$ cat src/rtl/core/afc_pkg.sv
// ---------------------------------------------------------------------------
// afc_pkg
// shared types and constants of the auto-ranging frequency counter
// ---------------------------------------------------------------------------
package afc_pkg;

   localparam int CLOCK_WIDTH       = 27;
   localparam int CODE_WIDTH        = 3;
   localparam int THRESH_WIDTH      = 16;
   localparam int COUNT_FIELD_WIDTH = 16;
   localparam int ACTION_WIDTH      = 2;
   localparam int INDEX_WIDTH       = 2;
   localparam int SHIFT_WIDTH       = 4;

   localparam logic [CLOCK_WIDTH-1:0]  CLOCK_RESET  = CLOCK_WIDTH'(16000000);
   localparam logic [CODE_WIDTH-1:0]   LOW_RESET    = CODE_WIDTH'(4);
   localparam logic [CODE_WIDTH-1:0]   HIGH_RESET   = CODE_WIDTH'(1);
   localparam logic [THRESH_WIDTH-1:0] THRESH_RESET = THRESH_WIDTH'(1000);

   localparam logic [ACTION_WIDTH-1:0] ACT_CAPTURE  = 2'd0;
   localparam logic [ACTION_WIDTH-1:0] ACT_OVERFLOW = 2'd1;
   localparam logic [ACTION_WIDTH-1:0] ACT_START    = 2'd2;

   localparam logic [INDEX_WIDTH-1:0] REG_CLOCK_HZ  = 2'd0;
   localparam logic [INDEX_WIDTH-1:0] REG_LOW_CODE  = 2'd1;
   localparam logic [INDEX_WIDTH-1:0] REG_HIGH_CODE = 2'd2;
   localparam logic [INDEX_WIDTH-1:0] REG_THRESHOLD = 2'd3;

   localparam logic [CODE_WIDTH-1:0] CODE_DIV1    = 3'd1;
   localparam logic [CODE_WIDTH-1:0] CODE_DIV8    = 3'd2;
   localparam logic [CODE_WIDTH-1:0] CODE_DIV64   = 3'd3;
   localparam logic [CODE_WIDTH-1:0] CODE_DIV256  = 3'd4;
   localparam logic [CODE_WIDTH-1:0] CODE_DIV1024 = 3'd5;

   typedef enum logic [2:0] {
      ST_IDLE = 3'b001,
      ST_DIV  = 3'b010,
      ST_DONE = 3'b100
   } state_type;

   typedef struct packed {
      logic start;
      logic done;
   } div_ctl_type;

   // prescale factors are powers of two, so the second division is a shift
   function automatic logic [SHIFT_WIDTH-1:0] factor_shift(input logic [CODE_WIDTH-1:0] code);
      logic [SHIFT_WIDTH-1:0] sh;
      case (code)
         CODE_DIV1:    sh = 4'd0;
         CODE_DIV8:    sh = 4'd3;
         CODE_DIV64:   sh = 4'd6;
         CODE_DIV256:  sh = 4'd8;
         CODE_DIV1024: sh = 4'd10;
         default:      sh = 4'd0;
      endcase
      return sh;
   endfunction

endpackage

$ cat src/rtl/core/afc_divider.sv
// ---------------------------------------------------------------------------
// afc_divider
// radix-2 restoring divider, one quotient bit per cycle
// ---------------------------------------------------------------------------
module afc_divider
   import afc_pkg::*;
#(
   parameter int DIVISOR_WIDTH = 16
) (
   input  logic                     clock,
   input  logic                     reset,
   input  div_ctl_type              ctl_in,
   output div_ctl_type              ctl_out,
   input  logic [CLOCK_WIDTH-1:0]   dividend,
   input  logic [DIVISOR_WIDTH-1:0] divisor,
   output logic [CLOCK_WIDTH-1:0]   quotient
);

   localparam int STEP_W = $clog2(CLOCK_WIDTH);

   logic                     busy_ff, busy_in;
   logic                     done_ff, done_in;
   logic [STEP_W-1:0]        step_ff, step_in;
   logic [DIVISOR_WIDTH-1:0] div_ff, div_in;
   logic [DIVISOR_WIDTH-1:0] rem_ff, rem_in;
   logic [CLOCK_WIDTH-1:0]   quo_ff, quo_in;
   logic [DIVISOR_WIDTH:0]   trial;
   logic [DIVISOR_WIDTH:0]   diff;
   logic                     last_step;

   assign trial     = {rem_ff, quo_ff[CLOCK_WIDTH-1]};
   assign diff      = trial - {1'b0, div_ff};
   assign last_step = (step_ff == STEP_W'(CLOCK_WIDTH - 1));

   always_comb begin
      busy_in = busy_ff;
      done_in = 1'b0;
      step_in = step_ff;
      div_in  = div_ff;
      rem_in  = rem_ff;
      quo_in  = quo_ff;
      if (ctl_in.start) begin
         busy_in = 1'b1;
         step_in = '0;
         div_in  = divisor;
         rem_in  = '0;
         quo_in  = dividend;
      end else if (busy_ff) begin
         if (trial >= {1'b0, div_ff}) begin
            rem_in = diff[DIVISOR_WIDTH-1:0];
            quo_in = {quo_ff[CLOCK_WIDTH-2:0], 1'b1};
         end else begin
            rem_in = trial[DIVISOR_WIDTH-1:0];
            quo_in = {quo_ff[CLOCK_WIDTH-2:0], 1'b0};
         end
         step_in = step_ff + STEP_W'(1);
         if (last_step) begin
            busy_in = 1'b0;
            done_in = 1'b1;
         end
      end
   end

   always_ff @(posedge clock) begin
      if (reset) begin
         busy_ff <= 1'b0;
         done_ff <= 1'b0;
      end else begin
         busy_ff <= busy_in;
         done_ff <= done_in;
      end
      step_ff <= step_in;
      div_ff  <= div_in;
      rem_ff  <= rem_in;
      quo_ff  <= quo_in;
   end

   assign ctl_out.start = busy_ff;
   assign ctl_out.done  = done_ff;
   assign quotient      = quo_ff;

endmodule

$ cat src/rtl/core/autorange_frequency_counter.sv
// ---------------------------------------------------------------------------
// autorange_frequency_counter
// auto-ranging reciprocal frequency counter with a single serial divider
// ---------------------------------------------------------------------------
// channel  direction  fields
// req      in         tuser: action[1:0]  tdata: capture_count[15:0]
// rsp      out        tdata: frequency[26:0] range_code[29:27]  tuser: divide_error
// csr      in         we, index[1:0], wdata[26:0]
//
// items that need no division give their result in the cycle after acceptance;
// a capture that divides gives its result after 27 radix-2 divider steps, the
// divider's done register, a scaling step and the output load, which waits for a free output register.
// reset is synchronous and restores registers, range and frequency.
// one item is in work at a time; a full output register stalls the next item.
// ---------------------------------------------------------------------------
module autorange_frequency_counter
   import afc_pkg::*;
#(
   parameter int COUNT_WIDTH = 16
) (
   input  logic        clock,
   input  logic        reset,
   input  logic        req_tvalid,
   output logic        req_tready,
   input  logic [15:0] req_tdata,   // capture_count
   input  logic [1:0]  req_tuser,   // action
   output logic        rsp_tvalid,
   input  logic        rsp_tready,
   output logic [31:0] rsp_tdata,   // frequency, range_code, zero pad
   output logic [0:0]  rsp_tuser,   // divide_error
   input  logic        csr_we,
   input  logic [INDEX_WIDTH-1:0] csr_index,
   input  logic [CLOCK_WIDTH-1:0] csr_wdata
);

   localparam int CW_EFF = (COUNT_WIDTH < COUNT_FIELD_WIDTH) ? COUNT_WIDTH : COUNT_FIELD_WIDTH;

   state_type state_ff, state_in;

   logic [CLOCK_WIDTH-1:0]  clock_hz_ff, clock_hz_in;
   logic [CODE_WIDTH-1:0]   low_code_ff, low_code_in;
   logic [CODE_WIDTH-1:0]   high_code_ff, high_code_in;
   logic [THRESH_WIDTH-1:0] thresh_ff, thresh_in;

   logic [CODE_WIDTH-1:0]   range_ff, range_in;
   logic [CLOCK_WIDTH-1:0]  freq_ff, freq_in;

   logic                    rsp_valid_ff, rsp_valid_in;
   logic [CLOCK_WIDTH-1:0]  out_freq_ff;
   logic [CODE_WIDTH-1:0]   out_range_ff;
   logic                    out_err_ff;

   logic                    req_fire;
   logic                    out_free;
   logic                    load_out;
   logic                    err_now;
   logic [CW_EFF-1:0]       count_eff;
   logic [THRESH_WIDTH-1:0] count_ext;

   div_ctl_type             div_req, div_stat;
   logic [CLOCK_WIDTH-1:0]  quotient;

   assign out_free   = !rsp_valid_ff || rsp_tready;
   assign req_tready = (state_ff == ST_IDLE) && out_free;
   assign req_fire   = req_tvalid && req_tready;
   assign count_eff  = req_tdata[CW_EFF-1:0];
   assign count_ext  = THRESH_WIDTH'(count_eff);

   always_comb begin
      clock_hz_in  = clock_hz_ff;
      low_code_in  = low_code_ff;
      high_code_in = high_code_ff;
      thresh_in    = thresh_ff;
      if (csr_we) begin
         case (csr_index)
            REG_CLOCK_HZ:  clock_hz_in  = csr_wdata;
            REG_LOW_CODE:  low_code_in  = csr_wdata[CODE_WIDTH-1:0];
            REG_HIGH_CODE: high_code_in = csr_wdata[CODE_WIDTH-1:0];
            REG_THRESHOLD: thresh_in    = csr_wdata[THRESH_WIDTH-1:0];
            default: ;
         endcase
      end
   end

   always_comb begin
      state_in      = state_ff;
      range_in      = range_ff;
      freq_in       = freq_ff;
      load_out      = 1'b0;
      err_now       = 1'b0;
      div_req.start = 1'b0;
      div_req.done  = 1'b0;
      case (state_ff)
         ST_IDLE: begin
            if (req_fire) begin
               load_out = 1'b1;
               case (req_tuser)
                  ACT_CAPTURE: begin
                     if (range_ff != high_code_ff && count_ext < thresh_ff) begin
                        range_in = high_code_ff;
                     end else if (count_eff == '0) begin
                        err_now = 1'b1;
                     end else begin
                        load_out      = 1'b0;
                        div_req.start = 1'b1;
                        state_in      = ST_DIV;
                     end
                  end
                  ACT_OVERFLOW: begin
                     if (range_ff != low_code_ff) begin
                        range_in = low_code_ff;
                     end else begin
                        freq_in = '0;
                     end
                  end
                  ACT_START: begin
                     range_in = low_code_ff;
                  end
                  default: ;
               endcase
            end
         end
         ST_DIV: begin
            if (div_stat.done) begin
               freq_in  = quotient >> factor_shift(range_ff);
               state_in = ST_DONE;
            end
         end
         ST_DONE: begin
            if (out_free) begin
               load_out = 1'b1;
               state_in = ST_IDLE;
            end
         end
         default: begin
            state_in = ST_IDLE;
         end
      endcase
   end

   assign rsp_valid_in = load_out || (rsp_valid_ff && !rsp_tready);

   afc_divider #(
      .DIVISOR_WIDTH(CW_EFF)
   ) u_divider (
      .clock    (clock),
      .reset    (reset),
      .ctl_in   (div_req),
      .ctl_out  (div_stat),
      .dividend (clock_hz_ff),
      .divisor  (count_eff),
      .quotient (quotient)
   );

   always_ff @(posedge clock) begin
      if (reset) begin
         state_ff     <= ST_IDLE;
         clock_hz_ff  <= CLOCK_RESET;
         low_code_ff  <= LOW_RESET;
         high_code_ff <= HIGH_RESET;
         thresh_ff    <= THRESH_RESET;
         range_ff     <= LOW_RESET;
         freq_ff      <= '0;
         rsp_valid_ff <= 1'b0;
         out_freq_ff  <= '0;
         out_range_ff <= LOW_RESET;
         out_err_ff   <= 1'b0;
      end else begin
         state_ff     <= state_in;
         clock_hz_ff  <= clock_hz_in;
         low_code_ff  <= low_code_in;
         high_code_ff <= high_code_in;
         thresh_ff    <= thresh_in;
         range_ff     <= range_in;
         freq_ff      <= freq_in;
         rsp_valid_ff <= rsp_valid_in;
         if (load_out) begin
            out_freq_ff  <= freq_in;
            out_range_ff <= range_in;
            out_err_ff   <= err_now;
         end
      end
   end

   assign rsp_tvalid = rsp_valid_ff;
   assign rsp_tdata  = {2'b00, out_range_ff, out_freq_ff};
   assign rsp_tuser  = out_err_ff;

`ifndef SYNTHESIS
   a_done_in_div: assert property (@(posedge clock) disable iff (reset)
      div_stat.done |-> state_ff == ST_DIV)
      else $error("divider finished outside the divide state");

   a_start_nonzero: assert property (@(posedge clock) disable iff (reset)
      div_req.start |-> count_eff != '0)
      else $error("divider started with a zero count");

   a_out_hold_div: assert property (@(posedge clock) disable iff (reset)
      (state_ff == ST_DIV) |=> $stable(rsp_tdata) && $stable(rsp_tuser))
      else $error("output item changed while dividing");
`endif

endmodule

$ cat config.mk
export PLATFORM = sky130hd
export DESIGN_NAME = autorange_frequency_counter
export DESIGN_NICKNAME = d
export VERILOG_FILES = /design/src/rtl/core/afc_pkg.sv /design/src/rtl/core/afc_divider.sv /design/src/rtl/core/autorange_frequency_counter.sv
export SDC_FILE = /design/constraint.sdc
export NUM_CORES = 1
export LEC_CHECK = 0
export ABC_AREA = 1
export BUFFER_PORTS_ARGS = -buffer_cell sky130_fd_sc_hd__buf_2
export CORE_UTILIZATION = 60
export CTS_CLUSTER_DIAMETER = 120
export DETAILED_ROUTE_END_ITERATION = 10
export PLACE_DENSITY = 0.83
export RECOVER_POWER = 100
export SLEW_MARGIN = 15
export SYNTH_ARGS = -nofsm -noshare
export SYNTH_HDL_FRONTEND = slang
export SYNTH_SLANG_ARGS = --single-unit
export TNS_END_PERCENT = 20
$ cat constraint.sdc
create_clock -name clock -period 3.97 [get_ports clock]
set_input_delay 0.5955 -clock clock [delete_from_list [all_inputs] [get_ports clock]]
set_output_delay 0.5955 -clock clock [all_outputs]
set_load 0.1 [all_outputs]
# [Word-level counts from Yosys, hierarchy flattened]
# Index checks and enable logic that the tools add are counted.
[op_classes] n_mux=43 n_shift=1 n_addsub=2 bitwise_logic=1 order_cmp=2 n_reduce_logical=18 eq_ne=21
[op_table] cell="two-way mux 27 bit" count=6
[op_table] cell="case mux 27 bit (2 select lines)" count=1
[op_table] cell="two-way mux 3 bit" count=10
[op_table] cell=">> shifter 27 x 4 -> 27 bit" count=1
[op_table] cell="two-way mux 1 bit" count=19
[op_table] cell="case mux 3 bit (3 select lines)" count=2
[op_table] cell="greater-or-equal comparator 17 x 16 -> 1 bit" count=1
[op_table] cell="zero test 16 bit" count=1
[op_table] cell="less-than comparator 16 bit" count=1
[op_table] cell="two-way mux 16 bit" count=1
[op_table] cell="case mux 4 bit (4 select lines)" count=1
[op_table] cell="subtractor 16 bit" count=1
[op_table] cell="== test 3 x 2 -> 1 bit, second input constant" count=3
[op_table] cell="== test 3 bit, second input constant" count=3
[op_table] cell="two-way mux 4 bit" count=2
[op_table] cell="inequality test 2 bit, second input constant" count=4
[op_table] cell="AND reduction 2 bit" count=4
[op_table] cell="== test 2 bit, second input constant" count=3
[op_table] cell="inequality test 3 bit" count=2
[op_table] cell="AND reduction 6 bit" count=1
[op_table] cell="adder 5 x 1 -> 5 bit, second input constant" count=1
[op_table] cell="== test 5 bit, second input constant" count=1
[op_table] cell="== test 2 x 1 -> 1 bit, second input constant" count=2
[op_table] cell="logical AND 1 bit" count=4
[op_table] cell="other kinds (9)" count=13
[totals] elab_cells=105 output_inout_bits=35 ff_bits=180 inputBits=52

# [Longest topological paths before layout]
# Gate-level depths: netlist (run 1).
[logic_depth] word_depth=7 mapped_depth=18

# [Cells and area by module]
# From an unflattened synthesis (run 1), not the netlist that was laid out.
[hier_totals] hier_cells=1477 hier_area_um2=10238.6
[modules_own_cells] module="autorange_frequency_counter" area_each_um2=6352.3 cells_per_inst=988 instances=1 seq_area_each_um2=2282.2
[modules_own_cells] module="afc_divider" area_each_um2=3886.2 cells_per_inst=489 instances=1 seq_area_each_um2=1751.7

# [Least setup slack after synthesis (run 1)]
# OpenSTA, ideal clock, no wires.
[synth_timing] path_kind="input port to flip-flop" startpoint="input req_tdata[11]" endpoint="register u_divider.quo_ff[0] (netlist: u_divider.quotient[0]), enable pin" required_time_ns=3.585 setup_slack_ns=1.165 n_path_buf=1 stages=12 setup_time_ns=0.385 arrival_ns=2.421 path_cell_list="ha_1 -> nand2_1 -> inv_1 -> o21ai_0 -> a21oi_1 -> nor2_2 -> nand2_2 -> nand3_2 -> nor2_1 -> inv_1 -> buf_2 -> nand2_1"
[synth_between] elab_chain_len=7
[synth_rtl] element="start: declaration" line="autorange_frequency_counter.sv:25" rtl="input logic [15:0] req_tdata,"
[synth_rtl] element="less-than comparator 16 bit / zero test 16 bit (equally long branches)" line="autorange_frequency_counter.sv:99, autorange_frequency_counter.sv:101"
[synth_rtl] element="logical AND 1 bit / two-way mux 1 bit (equally long branches)" line="autorange_frequency_counter.sv:99, autorange_frequency_counter.sv:101"
[synth_rtl] element="two-way mux 1 bit *" line="autorange_frequency_counter.sv:99" rtl="if (range_ff != high_code_ff && count_ext < thresh_ff) begin"
[synth_rtl] element="two-way mux 1 bit *" line="autorange_frequency_counter.sv:97" rtl="case (req_tuser)"
[synth_rtl] element="two-way mux 1 bit *" line="autorange_frequency_counter.sv:95" rtl="if (req_fire) begin"
[synth_rtl] element="two-way mux 1 bit *" line="autorange_frequency_counter.sv:93" rtl="case (state_ff)"
[synth_rtl] element="nonzero test 2 bit (no line) *"
[synth_rtl] element="end signal: assignment" line="afc_divider.sv:75" rtl="quo_ff <= quo_in;"
[synth_rtl] element="end: declaration" line="afc_divider.sv:26" rtl="logic [CLOCK_WIDTH-1:0] quo_ff, quo_in;"
# Mark *: on every way between the ends. The rest lies on a longest branch, timed or not.
# A chain may end at the register's enable or synchronous reset.

# [Worst setup path after layout (run 1)]
[layout_timing] startpoint="register range_ff[1]" endpoint="register u_divider.quo_ff[14] (netlist: u_divider.quotient[14]), enable pin"
[layout_between] elab_chain_len=7
[layout_rtl] element="start: declaration" line="autorange_frequency_counter.sv:45" rtl="logic [CODE_WIDTH-1:0] range_ff, range_in;"
[layout_rtl] element="start signal: assignment" line="autorange_frequency_counter.sv:174" rtl="range_ff <= range_in;"
[layout_rtl] element="inequality test 3 bit" line="autorange_frequency_counter.sv:99"
[layout_rtl] element="logical AND 1 bit" line="autorange_frequency_counter.sv:99"
[layout_rtl] element="two-way mux 1 bit" line="autorange_frequency_counter.sv:99"
[layout_rtl] element="two-way mux 1 bit" line="autorange_frequency_counter.sv:97"
[layout_rtl] element="two-way mux 1 bit" line="autorange_frequency_counter.sv:95"
[layout_rtl] element="two-way mux 1 bit" line="autorange_frequency_counter.sv:93"
[layout_rtl] element="nonzero test 2 bit (no line)"
# Every way passes these cells.

==> impl_metrics.yaml, run 1 <==
run_status:
  status: "finished with violations"
  violations: "max-capacitance violations, max-slew violations"
logic_synthesis:
  yosysMostFrequentCell: "nand2_1"
  synth_adder_area_share_pct: 4.55
  avgSynthCellArea_um2: 7.24
  synth_commonest_cells: "nand2_1 (312), nor2_1 (149), dfxtp_1 (137), nand3_1 (134), inv_1 (127)"
  async_flop_share_pct: 0
  synth_warnings: 0
  synth_compound_area_share_pct: 13.0
  synth_top_family_by_area: "simple AND/OR/NAND/NOR gates"
  synth-simple-area-share_pct: 29.6
  synthMuxAreaShare_pct: 0
  ys.flop_type: "dfxtp_1"
  synth-edff-count: 43
  synthTopCellsByArea: "dfxtp_1 (29%), edfxtp_1 (14%), nand2_1 (12%)"
  synth_cells: 1315
  synth_seq_cells: 180
  synthXorXnorAreaFrac_pct: 1.66
  synth_area_um2: 9510
  synth_top_area_share_pct: 28.8
  yosysSeqAreaShare_pct: 42.4
  yosysTopAreaCell: "dfxtp_1"
  ys_types: 45
clock_tree:
  cts-root-buf: "clkbuf_16"
  post_cts_resized: 0
  cts_tree: "yes"
  clk_pin_slew_ns: 0.07
  worstSkewPairLatency_ns: 0.45
  numCtsBuffers: 17
  cts.sinks: 180
  htreeDepth: 4
  clockBufferDepth: 2
  post_cts_buffers: 0
  postCtsHoldBufs: 0
min_path:
  hold_start: "csr_wdata[18]"
  hp-class: "input port to flip-flop"
pwr:
  p_per_area_nw_per_um2: 546
  peakVddDrop_uv: 346
  leakagePower_uw: 0.00464
placement:
  hpwl_um: 17500
  postPlaceCellArea_um2: 9980
  port_buffers: 84
  place.gp.congestion: 0.943
setup_path:
  path_class: "flip-flop to flip-flop"
  arrival_ns: 3.47
  max_stage_delay_ns: 0.82
  path_cells: "xnor2_1 -> nand3_1 -> nand2_1 -> nor2_1 -> nand2_2 -> nand3_2 -> nor2_1 -> inv_1 -> clkbuf_1 -> nand2_1 -> buf_4"
  path_buf_inv: 3
  cp-end-kind: "flip-flop"
  required_ns: 4.13
  cp_slowest_cell: "clkbuf_1"
  reg2reg_from: "range_ff[1]"
  crit_family: "buffers and inverters"
  start_kind: "flip-flop"
  startpoint: "range_ff[1]"
  worstPathMaxFanout: 28
timing:
  rsz0062_at_grt: "false"
  fin_worst_skew_ns: 0.0108
  fin_crit_ns: 3.30
  drv_slew: 47
  fin_crit_sh_pct: 83.2
  relSlewSlack_pct: -52.0
  worst_pin_slew_ns: 2.28
  fin_setup_tns_ns: 0
  finalSetupViolations: 0
  max_freq_ghz: 0.303
  hold_violations: 0
floorplanning:
  die_x_um: 128
  core_um2: 15300
  die_area_um2: 16400
  fp.dieH_um: 128
  initial_core_util_pct: 62.1
  rows: 45
  num_io_pins: 87
cells_and_area:
  nets: 1455
  antenna_cells: 0
  area_delta_synth_final_pct: 10.3
  drive_gt1_share_pct: 6.51
  final_area_um2: 10500
global_routing:
  grt_max_degree: 72
  antenna_found_initial: 0
  overflow: 0
  grt_pass1_vias: 8254
  grt_pass1_wl_um: 40600
  grtUsageTotal_pct: 31.7
drt:
  wl_per_cell_um: 15.7
  first_pass_iters: 7
  ant_nets: 0
  drc_errors: 0
  drt_iter0_drc: 999
  via_count: 9052
  via_per_inst: 5.68
  postRouteWirelength_um: 24900
run:
  max_cap_viol_count: 1
[path summary, 6_finish.rpt]
kind / depth (start not counted) / endpoint / slack (ns)
hold reg to reg: 2 / out_freq_ff[9] / 0.47
hold / removal: 3 / clock_hz_ff[18] / 0.36
setup / recovery: 11 / u_divider.quotient[14] / 0.67
setup reg to reg: 11 / u_divider.quotient[14] / 0.67
[layout by cell type, fill, tap and decap left out, drive strengths merged, types with 2 or more instances in the layout]
master	synthesis	routed
nand2	316	316
nor2	155	155
dfxtp	137	137
nand3	136	136
inv	132	135
o21ai	121	121
a21oi	82	82
clkbuf	30	72
edfxtp	43	43
buf	33	42
ha	33	33
nand4	16	16
xnor2	14	14
nand3b	13	13
o211ai	10	10
clkinv	1	9
nor3	8	8
and2	6	6
nor4	4	4
xor2	4	4
a22oi	4	4
a31oi	3	3
bufinv	0	3
o21a	2	2
a21o	2	2
o21bai	2	2
o2111ai	2	2
conb	1	2
[sequential cells by signal, summed over array words and instances, names as in the netlist, 5 cells and up]
name / count
out_freq_ff: 27
thresh_ff: 16
clock_hz_ff: 27
u_divider.rem_ff: 16
u_divider.step_ff: 5
freq_ff: 27
u_divider.div_ff: 16
u_divider.quotient: 27
[per-stage QoR]
step	hold slack, ns	instances	util (%)	total power [µW]	setup WS (ns)
2_1_floorplan	0.429	1316	-	3580	1.16
3_3_place_gp	0.440	1561	65.2	3940	1.07
3_5_place_dp	0.445	1561	65.2	3950	1.02
4_1_cts	0.351	1593	69.3	5740	1.05
5_1_grt	0.389	1593	68.5	6040	0.371
6_report	0.360	1593	68.5	5730	0.666
[per-layer routing]
| metal | routed length, µm | part of all wire, % | vias to the layer above | GRT usage (%) |
|---|---|---|---|---|
| met5 | 0 | 0 | - | 0 |
| met4 | 701 | 2.8 | 0 | 13.2 |
| met3 | 2140 | 8.6 | 48 | 6.14 |
| met2 | 11300 | 45 | 404 | 49.2 |
| met1 | 10800 | 43 | 4169 | 43.3 |
| li1 | - | - | 4431 | - |
[kinds of logic after synthesis]
group	after synthesis
compound gates	230
xor+xnor	18
fa+ha+maj	34
buf+inv	196
flops	180
other cells	1
simple gates	656
[power by group]
part / internal (µW) / switching, µW
registers: 2070 / 144
logic: 541 / 1190
clock network: 1010 / 781
total: 3620 / 2110
[layout make-up]
| class | count | area, µm² |
|---|---|---|
| Clock buffer | 17 | 425 |
| Inverter | 133 | 499 |
| Fill cell | 1364 | 4820 |
| Clock inverter | 15 | 201 |
| Tap cell | 211 | 264 |
| Multi-Input combinational cell | 940 | 4640 |
| Timing Repair Buffer | 97 | 438 |
| Sequential cell | 180 | 4030 |
[worst register-to-register path, delay by kind of cell, from the launching register on]
kind | cells | cell delay [ns]
buffers and inverters | 3 | 1.19
xor gates and xnor gates | 1 | 0.14
and+or+nand+nor | 7 | 0.96
DFF | 1 | 0.72
No activity file was read; power rests on OpenSTA's default activity.
==> inputs of run 2 (changes only) <==
--- a/config.mk
+++ b/config.mk
@@ -5,12 +5,12 @@
 export SDC_FILE = /design/constraint.sdc
 export NUM_CORES = 1
 export LEC_CHECK = 0
-export ABC_AREA = 1
+export ABC_AREA = 0
 export BUFFER_PORTS_ARGS = -buffer_cell sky130_fd_sc_hd__buf_2
 export CORE_UTILIZATION = 60
 export CTS_CLUSTER_DIAMETER = 120
 export DETAILED_ROUTE_END_ITERATION = 10
-export PLACE_DENSITY = 0.83
+export PLACE_DENSITY = 0.84
 export RECOVER_POWER = 100
 export SLEW_MARGIN = 15
 export SYNTH_ARGS = -nofsm -noshare
==> constraint.sdc (replaced) <==
create_clock -name clock -period 3.3 [get_ports clock]
set_input_delay 0.495 -clock clock [delete_from_list [all_inputs] [get_ports clock]]
set_output_delay 0.495 -clock clock [all_outputs]
set_load 0.1 [all_outputs]
==> impl_metrics.yaml, run 2 <==
cells_and_area:
  fillers: 1172
  final_area_um2: 10200
  area_delta_synth_final_pct: 11.5
  antenna_cells: 0
  final_common_cell: "dfxtp_1"
  nets: 1140
  drive_gt1_share_pct: 10.5
  mostFrequentLayoutCells: "dfxtp_1 (137), nand2_1 (111), nor2_1 (92), a21oi_1 (85), clkbuf_1 (52)"
setup_path:
  worstPathMaxFanout: 10
  cp-end-kind: "flip-flop"
  start_kind: "flip-flop"
  required_ns: 3.66
  arrival_ns: 3.38
  path_class: "flip-flop to flip-flop"
timing:
  fin_setup_tns_ns: 0
  finalSetupViolations: 0
  fin_crit_ns: 3.02
  fin_crit_sh_pct: 91.6
  fin_worst_skew_ns: 0.0105
  worst_pin_slew_ns: 1.89
  fin_ws_ns: 0.276
  max_freq_ghz: 0.331
  drv_slew: 41
  hold_violations: 0
  rsz0062_at_grt: "false"
  relSlewSlack_pct: -26.2
clock_tree:
  clockBufferDepth: 2
  cts-root-buf: "clkbuf_16"
  numCtsBuffers: 17
  post_cts_buffers: 0
  cts.sinks: 180
  cts_tree: "yes"
  postCtsHoldBufs: 0
  clk_pin_slew_ns: 0.07
  htreeDepth: 4
  worstSkewPairLatency_ns: 0.44
placement:
  postPlaceCellArea_um2: 9650
  pre_cts_ws_ns: 0.208
  port_buffers: 84
  hpwl_um: 15100
  place.gp.congestion: 0.951
run_status:
  violations: "design-rule violations, max-capacitance violations, max-slew violations"
  status: "finished with violations"
floorplanning:
  initial_core_util_pct: 62.0
  die_area_um2: 15700
  fp.dieH_um: 125
  core_um2: 14700
  rows: 44
  num_io_pins: 87
  die_x_um: 125
drt:
  via_per_inst: 6.11
  drt_iter0_drc: 728
  first_pass_iters: 8
  drc_errors: 14
  wl_per_cell_um: 17.4
  via_count: 7644
  ant_nets: 0
  postRouteWirelength_um: 21700
logic_synthesis:
  async_flop_share_pct: 0
  synth_top_area_share_pct: 30.1
  synth_warnings: 0
  yosysMostFrequentCell: "dfxtp_1"
  synthTopCellsByArea: "dfxtp_1 (30%), edfxtp_1 (14%), a21oi_1 (4.7%)"
  yosysTopAreaCell: "dfxtp_1"
  synth-edff-count: 43
  synth_seq_cells: 180
  ys.flop_type: "dfxtp_1"
  synth_commonest_cells: "dfxtp_1 (137), nand2_1 (111), nor2_1 (92), a21oi_1 (85), clkbuf_1 (50)"
  synth_area_um2: 9110
  ys_types: 68
  yosysSeqAreaShare_pct: 44.3
  synth_cells: 1003
  avgSynthCellArea_um2: 9.08
global_routing:
  grt_pass1_wl_um: 35300
  grtUsageTotal_pct: 28.4
  grt_max_degree: 69
  antenna_found_initial: 0
  grt_pass1_vias: 6976
  overflow: 0
pwr:
  leakagePower_uw: 0.00385
  p_per_area_nw_per_um2: 624
  peakVddDrop_uv: 402
min_path:
  hp-class: "input port to flip-flop"
run:
  max_cap_viol_count: 1
[run 2: worst max-delay path: stages (launching register included)]
cell	delay, ns
edfxtp_1	0.32
inv_1	0.04
ha_1	0.36
a21o_1	0.22
a2111o_1	0.40
o21ba_1	0.24
o41a_1	0.46
o21a_2	0.34
buf_4	0.22
mux2i_1	0.13
a211oi_1	0.22
[run 2: final cells by class]
class	count	area, µm²	share of cell area (%)
well taps	184	230	2.27
clock inverters	15	170	1.67
multi-input cells	714	4650	45.8
flip-flops and latches	180	4030	39.7
inverters	40	150	1.48
repair buffers	101	495	4.88
clock buffers	17	425	4.19
[run 2: path summary, 6_finish.rpt]
path,to,start,slack (ns),cells past startpoint
min,clock_hz_ff[18],csr_wdata[18],0.26,3
max reg2reg,u_divider.rem_ff[2],u_divider.div_ff[3],0.28,10
max,u_divider.rem_ff[2],u_divider.div_ff[3],0.28,10
min reg2reg,clock_hz_ff[11],clock_hz_ff[11],0.46,2
[run 2: cells by family (layout without fill, tap and decap cells)]
logic type,Yosys count,in the layout,share of synthesized area [%]
simple gates,329,329,16.6
compound gates,254,254,18.9
flops,180,180,44.3
buf+inv,110,173,4.79
mux,72,72,8.42
fa+ha+maj,34,34,4.75
xor+xnor,23,23,2.21
other cells,1,2,0.0412
[run 2: report_power, final]
part           internal, µW  switching (µW)  leakage [µW]
logic                   728             963       0.00205
registers              2450             170       0.00151
clock network          1140             897      0.000294
[run 2: what timing repair did]
| action | 4_1_cts | 5_1_grt |
|---|---|---|
| hold endpoints to repair | 0 | 0 |
| resized for setup | 0 | 1 |
| setup endpoints to repair | 0 | 2 |
[run 2: per-stage QoR]
step           hold slack [ns]  std cells  util (%)  power, µW
6_report                 0.257       1251      69.1       6340
3_5_place_dp             0.449       1219      65.6       4320
2_1_floorplan            0.433       1004         -       3970
3_3_place_gp             0.442       1219      65.6       4270
4_1_cts                  0.250       1251      69.7       6340
5_1_grt                  0.276       1251      69.1       6650
[run 2: layer usage]
metal / track usage (%) / vias up / share of wire [%]
li1: - / 3726 / -
met1: 40.1 / 3540 / 46
met2: 42.6 / 329 / 44
met3: 5.65 / 49 / 8.3
met4: 11.5 / 0 / 2.4
met5: 0 / - / 0
